`src/rtl/doe_pkg.sv`:
```
// Package: shared types and constants of the DHCP option extractor.
`timescale 1ns / 1ps
`default_nettype none

package doe_pkg;

  localparam int unsigned PosW = 9;
  localparam logic [PosW-1:0] PosMax = 9'd511;
  localparam logic [PosW-1:0] CookieLastPos = 9'd3;
  localparam logic [7:0] EndCode = 8'hff;
  localparam logic [7:0] PadCode = 8'h00;

  localparam logic [7:0] WantedCodeReset = 8'd54;
  localparam logic [7:0] CopyLimitReset = 8'd4;

  typedef enum logic {
    CFG_WANTED_CODE = 1'b0,
    CFG_COPY_LIMIT  = 1'b1
  } cfg_idx_e;

  typedef enum logic [1:0] {
    PH_COOKIE = 2'd0,
    PH_CODE   = 2'd1,
    PH_LEN    = 2'd2,
    PH_VALUE  = 2'd3
  } phase_e;

  typedef enum logic [1:0] {
    ST_PROGRESS = 2'd0,
    ST_FOUND    = 2'd1,
    ST_NOTFOUND = 2'd2,
    ST_OVERFLOW = 2'd3
  } status_e;

  typedef struct packed {
    logic [7:0] value_byte;
    logic       value_valid;
    status_e    status;
    logic [7:0] option_length;
    logic       is_last;
  } result_t;

endpackage

`default_nettype wire

```
`src/rtl/doe_parser.sv`:
```
// Option walker: configuration registers, per-packet parse state and one step per byte.
`timescale 1ns / 1ps
`default_nettype none

module doe_parser #(
  parameter int unsigned OPTION_AREA_BYTES = 312
) (
  input  wire logic            clk_i,
  input  wire logic            rst_ni,
  input  wire logic            cfg_we_i,
  input  wire doe_pkg::cfg_idx_e cfg_idx_i,
  input  wire logic [7:0]      cfg_data_i,
  input  wire logic            step_i,
  input  wire logic [7:0]      byte_i,
  input  wire logic            last_i,
  output logic                 res_valid_o,
  output doe_pkg::result_t     res_o
);
  import doe_pkg::*;

  localparam logic [PosW:0] AreaEnd = (PosW+1)'(OPTION_AREA_BYTES);

  logic [7:0]      wanted_q, limit_q;
  logic [PosW-1:0] pos_q, pos_d;
  phase_e          phase_q, phase_d;
  status_e         final_q, final_d;
  logic [7:0]      rem_q, rem_d;
  logic            match_q, match_d;
  logic [7:0]      copied_q, copied_d;
  logic            decided_q, decided_d;
  logic [7:0]      mlen_q, mlen_d;

  logic            emit;
  logic            pending;
  logic [PosW:0]   len_end;
  status_e         st_out;

  always_ff @(posedge clk_i or negedge rst_ni) begin
    if (!rst_ni) begin
      wanted_q <= WantedCodeReset;
      limit_q  <= CopyLimitReset;
    end else if (cfg_we_i) begin
      unique case (cfg_idx_i)
        CFG_WANTED_CODE: wanted_q <= cfg_data_i;
        CFG_COPY_LIMIT:  limit_q  <= cfg_data_i;
        default: ;
      endcase
    end
  end

  always_comb begin
    pos_d     = pos_q;
    phase_d   = phase_q;
    final_d   = final_q;
    rem_d     = rem_q;
    match_d   = match_q;
    copied_d  = copied_q;
    decided_d = decided_q;
    mlen_d    = mlen_q;
    emit      = 1'b0;
    pending   = 1'b0;
    st_out    = ST_PROGRESS;
    len_end   = {1'b0, pos_q} + {{(PosW-7){1'b0}}, byte_i} + {{PosW{1'b0}}, 1'b1};

    if (!decided_q) begin
      if ({1'b0, pos_q} >= AreaEnd) begin
        decided_d = 1'b1;
        final_d   = (match_q && phase_q == PH_LEN) ? ST_OVERFLOW : ST_NOTFOUND;
      end else begin
        unique case (phase_q)
          PH_COOKIE: begin
            if (pos_q == CookieLastPos) phase_d = PH_CODE;
          end
          PH_CODE: begin
            if (byte_i == PadCode || byte_i == EndCode) begin
              decided_d = 1'b1;
              final_d   = ST_NOTFOUND;
            end else begin
              match_d = (byte_i == wanted_q);
              phase_d = PH_LEN;
            end
          end
          PH_LEN: begin
            if (match_q) begin
              mlen_d = byte_i;
              if (len_end > AreaEnd) begin
                decided_d = 1'b1;
                final_d   = ST_OVERFLOW;
              end else if (byte_i == 8'd0) begin
                decided_d = 1'b1;
                final_d   = ST_FOUND;
              end else begin
                rem_d   = byte_i;
                phase_d = PH_VALUE;
              end
            end else if (byte_i == 8'd0) begin
              phase_d = PH_CODE;
            end else begin
              rem_d   = byte_i;
              phase_d = PH_VALUE;
            end
          end
          PH_VALUE: begin
            rem_d = rem_q - 8'd1;
            if (match_q) begin
              if (copied_q < limit_q) begin
                emit     = 1'b1;
                copied_d = copied_q + 8'd1;
              end
              if (rem_d == 8'd0) begin
                decided_d = 1'b1;
                final_d   = ST_FOUND;
              end
            end else if (rem_d == 8'd0) begin
              phase_d = PH_CODE;
            end
          end
          default: ;
        endcase
      end
      if (last_i && !decided_d) begin
        pending   = match_d && (phase_d == PH_LEN || phase_d == PH_VALUE);
        decided_d = 1'b1;
        final_d   = pending ? ST_OVERFLOW : ST_NOTFOUND;
      end
    end

    if (pos_q < PosMax) pos_d = pos_q + {{(PosW-1){1'b0}}, 1'b1};

    if (last_i) st_out = decided_d ? final_d : ST_NOTFOUND;

    res_valid_o          = step_i && (emit || last_i);
    res_o.value_byte     = emit ? byte_i : 8'd0;
    res_o.value_valid    = emit;
    res_o.status         = st_out;
    res_o.option_length  = (st_out == ST_FOUND) ? mlen_d : 8'd0;
    res_o.is_last        = last_i;
  end

  always_ff @(posedge clk_i or negedge rst_ni) begin
    if (!rst_ni) begin
      pos_q     <= '0;
      phase_q   <= PH_COOKIE;
      final_q   <= ST_PROGRESS;
      rem_q     <= '0;
      match_q   <= 1'b0;
      copied_q  <= '0;
      decided_q <= 1'b0;
      mlen_q    <= '0;
    end else if (step_i) begin
      if (last_i) begin
        pos_q     <= '0;
        phase_q   <= PH_COOKIE;
        final_q   <= ST_PROGRESS;
        rem_q     <= '0;
        match_q   <= 1'b0;
        copied_q  <= '0;
        decided_q <= 1'b0;
        mlen_q    <= '0;
      end else begin
        pos_q     <= pos_d;
        phase_q   <= phase_d;
        final_q   <= final_d;
        rem_q     <= rem_d;
        match_q   <= match_d;
        copied_q  <= copied_d;
        decided_q <= decided_d;
        mlen_q    <= mlen_d;
      end
    end
  end

endmodule

`default_nettype wire

```
`src/rtl/doe_out_buf.sv`:
```
// Result register with a skid stage so the input side keeps flowing under output stalls.
`timescale 1ns / 1ps
`default_nettype none

module doe_out_buf (
  input  wire logic             clk_i,
  input  wire logic             rst_ni,
  input  wire logic             push_i,
  input  wire doe_pkg::result_t push_data_i,
  output logic                  room_o,
  output logic                  valid_o,
  input  wire logic             ready_i,
  output doe_pkg::result_t      data_o
);
  import doe_pkg::*;

  result_t main_q, skid_q;
  logic    main_valid_q, skid_valid_q;
  logic    pop;

  assign pop     = main_valid_q && ready_i;
  assign room_o  = !skid_valid_q;
  assign valid_o = main_valid_q;
  assign data_o  = main_q;

  always_ff @(posedge clk_i or negedge rst_ni) begin
    if (!rst_ni) begin
      main_valid_q <= 1'b0;
      skid_valid_q <= 1'b0;
    end else if (!main_valid_q || pop) begin
      main_valid_q <= skid_valid_q || push_i;
      skid_valid_q <= 1'b0;
    end else if (push_i) begin
      skid_valid_q <= 1'b1;
    end
  end

  always_ff @(posedge clk_i) begin
    if (!main_valid_q || pop) begin
      main_q <= skid_valid_q ? skid_q : push_data_i;
    end else if (push_i && !skid_valid_q) begin
      skid_q <= push_data_i;
    end
  end

  a_skid_needs_main: assert property (@(posedge clk_i) disable iff (!rst_ni)
    skid_valid_q |-> main_valid_q)
    else $error("skid entry held without a result in the main register");

  a_skid_no_push: assert property (@(posedge clk_i) disable iff (!rst_ni)
    skid_valid_q |-> !push_i)
    else $error("result pushed while skid stage is full");

  a_stall_fills_skid: assert property (@(posedge clk_i) disable iff (!rst_ni)
    (main_valid_q && !ready_i && push_i) |=> skid_valid_q)
    else $error("result lost under output stall");

endmodule

`default_nettype wire

```
`src/rtl/dhcp_option_extractor.sv`:
```
// Top level: DHCP option extractor with stream ports and a register write port.
`timescale 1ns / 1ps
`default_nettype none

// Feed the bytes of one packet's DHCP options area, one per request, from
// offset 0, with tlast on the final byte. The four-byte magic cookie is
// skipped unchecked; the block then walks code/length/value records looking
// for the option code held in register 0 (reset 54). A matching option hands
// out its value bytes, up to the count in register 1 (reset 4), one result
// per byte. Every packet ends with exactly one result carrying tlast and the
// final status (found, not found, or overflow past OPTION_AREA_BYTES) with
// the full option length when found; a value byte on the final input shares
// that result. The parse step is one compare and count between the parse
// state registers and the result register, so a byte is taken every clock
// while the output keeps up. A two-entry result
// buffer absorbs one more result after the output stalls; tready drops only
// when both entries are full and rises again the cycle after the output
// takes a result. Write registers only while idle.
module dhcp_option_extractor #(
  parameter int unsigned OPTION_AREA_BYTES = 312
) (
  input  wire logic        clk_i,
  input  wire logic        rst_ni,
  // configuration write port
  input  wire logic        cfg_we_i,
  input  wire logic        cfg_idx_i,
  input  wire logic [7:0]  cfg_data_i,
  // byte stream in
  input  wire logic        s_axis_tvalid_i,
  output logic             s_axis_tready_o,
  input  wire logic [7:0]  s_axis_tdata_i,   // [7:0] opt_byte
  input  wire logic        s_axis_tlast_i,   // last_byte
  // result stream out
  output logic             m_axis_tvalid_o,
  input  wire logic        m_axis_tready_i,
  output logic [15:0]      m_axis_tdata_o,   // [7:0] value_byte, [15:8] option_length
  output logic [2:0]       m_axis_tuser_o,   // [0] value_valid, [2:1] status
  output logic             m_axis_tlast_o    // is_last
);
  import doe_pkg::*;

  logic     step;
  logic     res_valid;
  logic     room;
  result_t  res, out_res;
  cfg_idx_e cfg_idx;

  // Take a request whenever the result buffer has a free entry.
  assign s_axis_tready_o = room;
  assign step            = s_axis_tvalid_i && room;
  assign cfg_idx         = cfg_idx_e'(cfg_idx_i);

  doe_parser #(
    .OPTION_AREA_BYTES(OPTION_AREA_BYTES)
  ) u_parser (
    .clk_i       (clk_i),
    .rst_ni      (rst_ni),
    .cfg_we_i    (cfg_we_i),
    .cfg_idx_i   (cfg_idx),
    .cfg_data_i  (cfg_data_i),
    .step_i      (step),
    .byte_i      (s_axis_tdata_i),
    .last_i      (s_axis_tlast_i),
    .res_valid_o (res_valid),
    .res_o       (res)
  );

  doe_out_buf u_out_buf (
    .clk_i       (clk_i),
    .rst_ni      (rst_ni),
    .push_i      (res_valid),
    .push_data_i (res),
    .room_o      (room),
    .valid_o     (m_axis_tvalid_o),
    .ready_i     (m_axis_tready_i),
    .data_o      (out_res)
  );

  // Pack the result fields onto the stream bus.
  assign m_axis_tdata_o = {out_res.option_length, out_res.value_byte};
  assign m_axis_tuser_o = {out_res.status, out_res.value_valid};
  assign m_axis_tlast_o = out_res.is_last;

  a_status_only_last: assert property (@(posedge clk_i) disable iff (!rst_ni)
    (res_valid && !res.is_last) |-> (res.status == ST_PROGRESS))
    else $error("final status on a result that does not end the packet");

  a_length_only_found: assert property (@(posedge clk_i) disable iff (!rst_ni)
    (res_valid && res.option_length != 8'd0) |-> (res.status == ST_FOUND))
    else $error("option length reported without found status");

  a_result_needs_request: assert property (@(posedge clk_i) disable iff (!rst_ni)
    res_valid |-> step)
    else $error("result produced without an accepted request");

endmodule

`default_nettype wire

```
`config.mk`:
```
export PLATFORM = sky130hd
export DESIGN_NAME = dhcp_option_extractor
export DESIGN_NICKNAME = d
export VERILOG_FILES = /design/src/rtl/doe_pkg.sv /design/src/rtl/doe_parser.sv /design/src/rtl/doe_out_buf.sv /design/src/rtl/dhcp_option_extractor.sv
export SDC_FILE = /design/constraint.sdc
export NUM_CORES = 1
export LEC_CHECK = 0
export BUFFER_PORTS_ARGS = -buffer_cell sky130_fd_sc_hd__buf_4
export CORE_MARGIN = 1.5
export CORE_UTILIZATION = 60
export CTS_BUF_LIST = sky130_fd_sc_hd__clkbuf_16
export DETAILED_ROUTE_END_ITERATION = 10
export PLACE_DENSITY = 0.9
export SYNTH_ARGS = -nofsm -noshare
export SYNTH_HDL_FRONTEND = slang
export SYNTH_HIERARCHICAL = 1
export SYNTH_SLANG_ARGS = --single-unit
```
`constraint.sdc`:
```
create_clock -name clk_i -period 4.95 [get_ports clk_i]
set_input_delay 0.495 -clock clk_i [delete_from_list [all_inputs] [get_ports clk_i]]
set_output_delay 0.495 -clock clk_i [all_outputs]
set_load 0.01 [all_outputs]
```
==> run_results.csv, run 1 <==
group,metric,value,unit
cells_and_area,drive_above_1_share,24.1,%
floorplan,start_util,61.5,%
timing,worstMarginPinSlew,1.17,ns
clock_tree,cts_buffers,9,
pwr,leakage,2.58,nW
grt,grt_pass1_vias,4187,
floorplan,ios,45,
pwr,p_int,0.00141,W
clock_tree,cts_tree,"done",
synthesis,yosys-mux-area-fraction,7.55,%
clock_tree,cts_max_path_buffers,2,
floorplan,die_area,9980,um^2
routing,drtAntennaViolNets,0,
synthesis,synth-edff-count,40,
synthesis,avgSynthCellArea,10.9,um^2
clock_tree,post_cts_buffers,0,
pwr,max-vdd-ir-drop,200,uV
worst_setup_path,end_kind,"flop",
synthesis,synth_top_area_share,23.1,%
clock_tree,ctsHoldBuffers,0,
placed_design,portBuffers,44,
routing,viasPerCell,6.52,
worst_setup_path,cp.required,5.22,ns
worst_setup_path,worst-setup-path-type,"reg2reg",
timing,finalHoldViolCount,0,
synthesis,synth_warnings,6,
run_status,outcome,"finished, final reports clean",
routing,wirelength,12500,um
synthesis,synth-xor-area-share,3.11,%
floorplan,die-width,99.9,um
routing,firstDrtPassIters,5,
worst_setup_path,cp.arrival,4.00,ns
timing,period_share,75.5,%
cells_and_area,diodes,0,
pwr,combPwrFrac,16.4,%
synthesis,synth_compound_area_share,17.3,%
grt,grt_max_degree,58,
timing,skew,0.0121,ns
synthesis,syn_inst,518,
floorplan,rows,35,
synthesis,ys_async_sr_fraction,58.8,%
synthesis,netlist_area,5630,um^2
pwr,p_seq_share,48.1,%
pwr,powerDensity,318,nW/um^2
min_path,min_path_type,"in2async",
clock_tree,htreeDepth,3,
placed_design,dp_hpwl,8810,um
floorplan,die_height,99.9,um
cells_and_area,nNetsFinal,591,
timing,tns,0,ns
placed_design,dp_slack,1.06,ns
clock_tree,clkLatencyLatePin,0.35,ns
timing,slew_headroom,21.6,%
pwr,switching_power,0.000576,W
synthesis,synthAdderAreaFrac,4.80,%
synthesis,synth_top_family_by_area,"compound AO/OA/AOI/OAI gates",
routing,drt_iter0_drc,458,
synthesis,synth_nets,562,
worst_setup_path,cp_max_fo,23,
timing,rsz0062_at_grt,"no",
grt,grt_pass1_wl,20300,um
routing,drc,0,
pwr,pwr-share-clk,35.5,%
synthesis,synth-simple-area-share,15.4,%
clock_tree,clock-sinks,97,
timing,clock.fmax,267,MHz
routing,vias,4322,
clock_tree,cts.repair.resized,0,
job,max_cap_viol_count,0,
grt,grt_use_total,26.1,%
synthesis,ys_seq_area_share,46.8,%
cells_and_area,area_growth,10.6,%
cells_and_area,final_cell_mix,"52 x dfrtp_1, 45 x buf_4, 40 x edfxtp_1",
timing,report.final.slew_viol_count,0,
clock_tree,root_buffer,"clkbuf_16",
synthesis,synth_flop_cell,"dfrtp_1",
worst_setup_path,startpoint_type,"flop",
synthesis,synthTopCellsByArea,"dfrtp_1 23%, edfxtp_1 21%, mux2_2 7.2%",
placed_design,gp_congestion,0.932,
cells_and_area,layout_commonest_cell,"dfrtp_1",
pwr,p_sw_share,29.1,%
synthesis,ys_seq_elements,97,
routing,wire_per_inst,18.8,um
floorplan,coreArea,9150,um^2
grt,grt_overflow,0,
synthesis,yosys.area.top_type,"dfrtp_1",
synthesis,ys_types,73,
grt,antenna_found_initial,0,
timing,finalCriticalPeriod,3.74,ns
timing,setup_ws,1.21,ns
timing,setup_viol,0,
clock_tree,cts.reportedPaths.clkPinSlew,0.07,ns
[state kept, by name (all words and copies together) (netlist names), 2 cells and up]
name               cells
u_out_buf/data_o      20
u_out_buf/skid_q      20
u_parser/pos_q         9
u_parser/copied_q      8
u_parser/limit_q       8
u_parser/mlen_q        8
u_parser/rem_q         8
u_parser/wanted_q      8
u_parser/final_q       2
u_parser/phase_q       2
[logic make-up after synthesis]
kind of cell	after synthesis
multiplexers	38
adder cells (fa/ha/maj)	21
flip-flops	97
AND/OR/NAND/NOR	157
AO/OA/AOI/OAI	132
buffers and inverters	53
XOR/XNOR	20
[power by group through the flow]
stage | Combinational, W | Sequential, W | Clock (W)
3_3_place_gp | 0.000308 | 0.000965 | 0
5_1_grt | 0.000357 | 0.000961 | 0.000740
2_1_floorplan | 0.000229 | 0.000955 | 0
4_1_cts | 0.000324 | 0.000952 | 0.000707
3_5_place_dp | 0.000322 | 0.000968 | 0
6_report | 0.000326 | 0.000953 | 0.000703
[stage by stage]
step / area, um^2 / power, W / hold WS (ns) / util [%] / instances
5_1_grt: 6230 / 0.00206 / 0.258 / 68.1 / 663
3_3_place_gp: 5920 / 0.00127 / 0.461 / 64.7 / 647
4_1_cts: 6230 / 0.00198 / 0.226 / 68.1 / 663
2_1_floorplan: 5630 / 0.00118 / 0.199 / - / 518
3_5_place_dp: 5920 / 0.00129 / 0.475 / 64.7 / 647
6_report: 6230 / 0.00198 / 0.189 / 68.1 / 663
[cell usage after synthesis, drive strengths merged, types with 2 or more instances]
library cell,n
a21o,6
a32o,6
mux2i,2
or4,6
nor2b,13
o2111ai,2
ha,20
clkbuf,18
mux2,36
nand3,13
o21a,2
nand2b,5
or2,3
or3,7
and2,11
o21ai,28
a211oi,3
nor4,7
nand4,13
o31ai,7
xor2,7
xnor2,13
nor3,15
o2bb2ai,8
nand2,29
a311oi,2
a22o,6
dfstp,5
nand3b,4
inv,26
edfxtp,40
a32oi,2
buf,9
a31oi,6
a21oi,41
o41ai,4
and3,3
o22ai,2
dfrtp,52
nor2,25
[metal layers]
layer  track usage [%]  part of all wire [%]
met1              34.0                    42
met3              5.50                   7.1
met2              42.7                    48
met4              11.1                   2.8
met5                 0                     0
[worst paths after layout]
path,depth (start not counted),slack (ns),startpoint,end
worst max-delay path,6,1.21,u_out_buf/skid_valid_q,u_parser/mlen_q[3]
worst min-delay path,1,0.19,rst_ni,u_parser/copied_q[2]
worst max register to register,6,1.21,u_out_buf/skid_valid_q,u_parser/mlen_q[3]
worst min register to register,1,0.50,u_parser/mlen_q[0],u_parser/mlen_q[0]
max in group asynchronous,1,4.29,rst_ni,u_out_buf/skid_valid_q
min in group clk_i,2,0.39,cfg_data_i[3],u_parser/limit_q[3]
[cell type report]
class                           instances  area [um^2]
Clock buffer                            9          225
Clock inverter                          7         81.3
Fill cell                             666         2920
Inverter                               26         97.6
Multi-Input combinational cell        368         2720
Sequential cell                        97         2630
Tap cell                              111          139
Timing Repair Buffer                   45          338
[critical path: stages, from the launching register on]
cell and delay [ns]:
dfrtp_1 0.74, inv_1 0.29, and2_1 0.66, inv_1 0.50
nor3_1 1.05, a21oi_1 0.21, o2bb2ai_1 0.20
Power figures use the tool's default switching activity.
==> run 2, diff against run 1 <==
CORE_UTILIZATION = 55   (was 60)
PLACE_DENSITY = 0.87   (was 0.9)
clock period = 3.1 ns   (was 4.95 ns; I/O delays follow)
==> run_results.csv, run 2 (synthesized netlist as in run 1, its figures left out) <==
group,metric,value,unit
run_status,outcome,"finished with violations",
run_status,violations,"negative setup slack",
timing,finalCriticalPeriod,3.28,ns
routing,viasPerCell,6.31,
floorplan,rows,36,
cells_and_area,seq_area,2630,um^2
timing,clock.fmax,305,MHz
routing,wire_per_inst,19.6,um
pwr,powerDensity,489,nW/um^2
clock_tree,cts_tree,"done",
clock_tree,cts_buffers,9,
worst_setup_path,cp.arrival,3.36,ns
routing,drc,0,
clock_tree,cts_max_path_buffers,2,
clock_tree,htreeDepth,3,
routing,wirelength,14700,um
worst_setup_path,cp_max_fo,5,
timing,worstMarginPinSlew,0.834,ns
clock_tree,clkLatencyLatePin,0.34,ns
routing,firstDrtPassIters,5,
cells_and_area,area_growth,22.3,%
floorplan,die_area,10900,um^2
worst_setup_path,path_cells,"inv_2, ha_4, fa_2, nand2b_4, a211oi_4, mux2i_1, nor4_2, a31oi_1, a21oi_2, buf_4, a22o_4, o21ai_4, nor3_2, mux2_2",
cells_and_area,drive_above_1_share,34.4,%
grt,grt_pass1_vias,4592,
grt,grt_overflow,0,
worst_setup_path,startpoint_type,"flop",
floorplan,die-width,104,um
placed_design,portBuffers,44,
grt,grt_max_degree,58,
timing,period_share,106,%
pwr,leakage,2.91,nW
clock_tree,cts.reportedPaths.clkPinSlew,0.07,ns
floorplan,start_util,57.1,%
cells_and_area,diodes,0,
cells_and_area,final_util,69.8,%
timing,finalHoldViolCount,0,
routing,drtAntennaViolNets,0,
routing,top_layer,"met4",
cells_and_area,fill_cells,676,
min_path,min_path_type,"in2async",
cells_and_area,nNetsFinal,655,
cells_and_area,stdcell_area,6890,um^2
worst_setup_path,end_kind,"flop",
pwr,max-vdd-ir-drop,280,uV
grt,antenna_found_initial,0,
worst_setup_path,cp.required,3.19,ns
timing,report.final.slew_viol_count,0,
worst_setup_path,cpMaxStageDelayCell,"dfrtp_1",
job,max_cap_viol_count,0,
placed_design,dp_hpwl,9640,um
timing,setup_viol,15,
timing,skew,0.0104,ns
clock_tree,clock-sinks,97,
timing,setup_ws,-0.178,ns
worst_setup_path,cpPeakStageDelay,0.36,ns
placed_design,gp_congestion,0.992,
placed_design,placedInstanceArea,6330,um^2
floorplan,die_height,104,um
cells_and_area,multi_input_area,2850,um^2
grt,grt_pass1_wl,23500,um
routing,wl_met1,5810,um
routing,wl_met3,1190,um
routing,drt_iter0_drc,556,
timing,slew_headroom,44.0,%
floorplan,coreArea,9860,um^2
grt,grt_use_total,27.3,%
routing,wl_met2,7120,um
routing,vias,4725,
floorplan,ios,45,
cells_and_area,final_cell_mix,"104 x buf_4, 52 x dfrtp_1, 40 x edfxtp_1",
worst_setup_path,worst-setup-path-type,"reg2reg",
timing,rsz0062_at_grt,"yes",
cells_and_area,layout_commonest_cell,"buf_4",
clock_tree,root_buffer,"clkbuf_16",
-- run 2: path summary, 6_finish.rpt --
check | start | end | slack, ns | cells after the start
max in group asynchronous | rst_ni | u_parser/pos_q[1] | 2.60 | 1
min in group clk_i | cfg_data_i[1] | u_parser/limit_q[1] | 0.21 | 2
max | u_parser/pos_q[0] | u_out_buf/data_o[8] | -0.18 | 14
min reg2reg | u_parser/mlen_q[7] | u_parser/mlen_q[7] | 0.49 | 1
max reg2reg | u_parser/pos_q[0] | u_out_buf/data_o[8] | -0.18 | 14
min | rst_ni | u_parser/copied_q[0] | 0.02 | 1
-- run 2: repair_timing --
item	CTS	global route
resized for setup	16	7
cloned	2	0
hold buffers	0	0
setup endpoints to repair	10	48
pin swaps	13	12
setup buffers	8	8
-- run 2: routing by layer --
layer | up-vias | track usage (%)
li1 | 2125 | -
met2 | 260 | 43.9
met5 | - | 0
met3 | 54 | 6.02
met1 | 2286 | 35.4
met4 | 0 | 12.6
-- run 2: report_power, final --
part	leakage [nW]	switching [W]	internal, W	total [W]
registers	1.16	0.0000693	0.00144	0.00151
logic	1.60	0.000348	0.000299	0.000647
clock network	0.160	0.000498	0.000716	0.00121
-- run 2: area by class of cell --
class | instances | share of cell area (%)
Multi-Input combinational cell | 370 | 41.4
Inverter | 26 | 1.42
Clock inverter | 7 | 1.45
Sequential cell | 97 | 38.2
Tap cell | 133 | 2.42
Clock buffer | 9 | 3.27
Timing Repair Buffer | 107 | 11.8
-- run 2: critical path: cells and delay by family (launching register included) --
family                   cells  cell delay, ns
adder cells (fa/ha/maj)      2            0.50
multiplexers                 2            0.54
buffers and inverters        2            0.23
AND/OR/NAND/NOR              3            0.34
AO/OA/AOI/OAI                5            1.05
flip-flops                   1            0.36
-- run 2: metrics by stage --
step                      total power [W]  instances  setup TNS [ns]  hold slack [ns]  worst slack (ns)
after floorplan                   0.00190        518          -0.833           0.0144            -0.109
after global placement            0.00209        717           -1.33            0.414            -0.156
after detailed placement          0.00212        717           -2.91            0.414            -0.287
after CTS                         0.00335        743          -0.604           0.0432            -0.101
after global routing              0.00349        749           -3.80           0.0776            -0.290
final                             0.00337        749           -1.65           0.0168            -0.178
==> run 3, diff against run 2 <==
BUFFER_PORTS_ARGS = not set   (was -buffer_cell sky130_fd_sc_hd__buf_4)
CORE_MARGIN = 10   (was 1.5)
CORE_UTILIZATION = 58   (was 55)
DONT_BUFFER_PORTS = 1   (was not set)
PLACE_DENSITY = 0.86   (was 0.87)
SETUP_SLACK_MARGIN = 0.5   (was not set)
==> run_results.csv, run 3 (synthesized netlist as in run 1, its figures left out) <==
group,metric,value,unit
grt,grt_pass1_vias,4701,
cells_and_area,fill_cells,601,
worst_setup_path,cp.arrival,3.53,ns
timing,report.final.slew_viol_count,0,
cells_and_area,area_growth,19.3,%
job,max_cap_viol_count,0,
clock_tree,clock-sinks,97,
cells_and_area,layout_commonest_cell,"dfrtp_1",
placed_design,gp_congestion,0.949,
routing,viasPerCell,6.51,
placed_design,portBuffers,0,
timing,finalHoldViolCount,0,
pwr,leakage,2.73,nW
floorplan,start_util,60.4,%
run_status,violations,"negative setup slack",
timing,slew_headroom,57.6,%
routing,wire_per_inst,22.0,um
routing,vias,4579,
timing,rsz0062_at_grt,"yes",
cells_and_area,nNetsFinal,613,
grt,grt_pass1_wl,24800,um
routing,drt_iter0_drc,589,
timing,worstMarginPinSlew,0.635,ns
timing,finalCriticalPeriod,3.44,ns
clock_tree,htreeDepth,3,
clock_tree,root_buffer,"clkbuf_16",
placed_design,dp_hpwl,9820,um
pwr,max-vdd-ir-drop,330,uV
routing,firstDrtPassIters,5,
grt,grt_use_total,21.6,%
timing,skew,0.0111,ns
clock_tree,cts_tree,"done",
routing,drtAntennaViolNets,0,
floorplan,die-width,119,um
grt,grt_max_degree,58,
routing,drc,0,
timing,setup_ws,-0.341,ns
worst_setup_path,cp_max_fo,5,
cells_and_area,final_util,72.0,%
cells_and_area,final_cell_mix,"52 x dfrtp_1, 48 x buf_4, 40 x edfxtp_1",
floorplan,coreArea,9330,um^2
clock_tree,cts_max_path_buffers,2,
floorplan,die_area,14100,um^2
pwr,powerDensity,477,nW/um^2
min_path,min_path_type,"in2reg",
floorplan,rows,35,
clock_tree,cts.reportedPaths.clkPinSlew,0.07,ns
worst_setup_path,startpoint_type,"flop",
run_status,outcome,"finished with violations",
clock_tree,clkLatencyLatePin,0.35,ns
cells_and_area,diodes,0,
worst_setup_path,worst-setup-path-type,"reg2reg",
worst_setup_path,cp.required,3.19,ns
timing,setup_viol,29,
cells_and_area,drive_above_1_share,31.2,%
grt,antenna_found_initial,0,
timing,holdWs,0.0489,ns
timing,clock.fmax,291,MHz
grt,grt_overflow,0,
clock_tree,cts_buffers,9,
worst_setup_path,end_kind,"flop",
routing,wirelength,15500,um
floorplan,die_height,119,um
floorplan,ios,45,
timing,period_share,111,%
## run 3: cell type report
cell class                      count  area (um^2)  share of cell area [%]
Multi-Input combinational cell    370         2890                    43.1
Inverter                           26          101                    1.51
Timing Repair Buffer               65          624                    9.29
Clock buffer                        9          225                    3.35
Clock inverter                      7         78.8                    1.17
Sequential cell                    97         2630                    39.2
Tap cell                          129          161                    2.40
## run 3: metal layers
| metal | wire [um] | track usage [%] | up-vias |
|---|---|---|---|
| li1 | - | - | 2042 |
| met1 | 5740 | 25.1 | 2217 |
| met2 | 7630 | 36.9 | 269 |
| met3 | 1560 | 6.43 | 51 |
| met4 | 534 | 8.02 | 0 |
| met5 | 0 | 0 | - |
## run 3: critical path, stage by stage (launching register included)
cell,delay [ns]
dfrtp_1,0.39
inv_2,0.07
ha_4,0.16
fa_2,0.33
nand2b_4,0.16
a211oi_4,0.24
mux2i_1,0.12
nor4_2,0.34
buf_4,0.18
nand2_2,0.09
a41oi_4,0.42
a32oi_4,0.23
and2_4,0.19
mux2_2,0.25
## run 3: stage by stage
step / power (W) / cell area, um^2 / TNS, ns / worst slack, ns / cells
finish: 0.00321 / 6720 / -5.40 / -0.341 / 703
global route: 0.00334 / 6720 / -8.48 / -0.421 / 703
detailed placement: 0.00202 / 5930 / -1.17 / -0.149 / 656
global placement: 0.00200 / 5930 / -0.0661 / -0.0116 / 656
floorplan: 0.00190 / 5690 / -0.120 / -0.0172 / 518
CTS: 0.00318 / 6590 / -1.74 / -0.143 / 695
## run 3: repair_timing
action | 4_1_cts | 5_1_grt
endpoints found under the hold margin | 57 | 0
resized for setup | 26 | 19
pin swaps | 18 | 17
setup buffers | 16 | 8
endpoints found under the setup margin | 53 | 65
gates cloned | 5 | 0
hold buffers | 2 | 0
## run 3: power by group
part | total [W] | internal (W) | switching, W
clock network | 0.00111 | 0.000574 | 0.000537
registers | 0.00153 | 0.00144 | 0.0000871
logic | 0.000569 | 0.000261 | 0.000307
## run 3: final timing paths
check / cells past startpoint / slack (ns) / start / to
worst min-delay path: 1 / 0.05 / s_axis_tlast_i / u_parser/mlen_q[0]
min in group asynchronous: 2 / 0.48 / rst_ni / u_parser/copied_q[4]
max in group asynchronous: 2 / 2.31 / rst_ni / u_parser/wanted_q[4]
worst min register to register: 1 / 0.49 / u_parser/mlen_q[1] / u_parser/mlen_q[1]
worst max register to register: 13 / -0.34 / u_parser/pos_q[0] / u_out_buf/data_o[10]
worst max-delay path: 13 / -0.34 / u_parser/pos_q[0] / u_out_buf/data_o[10]
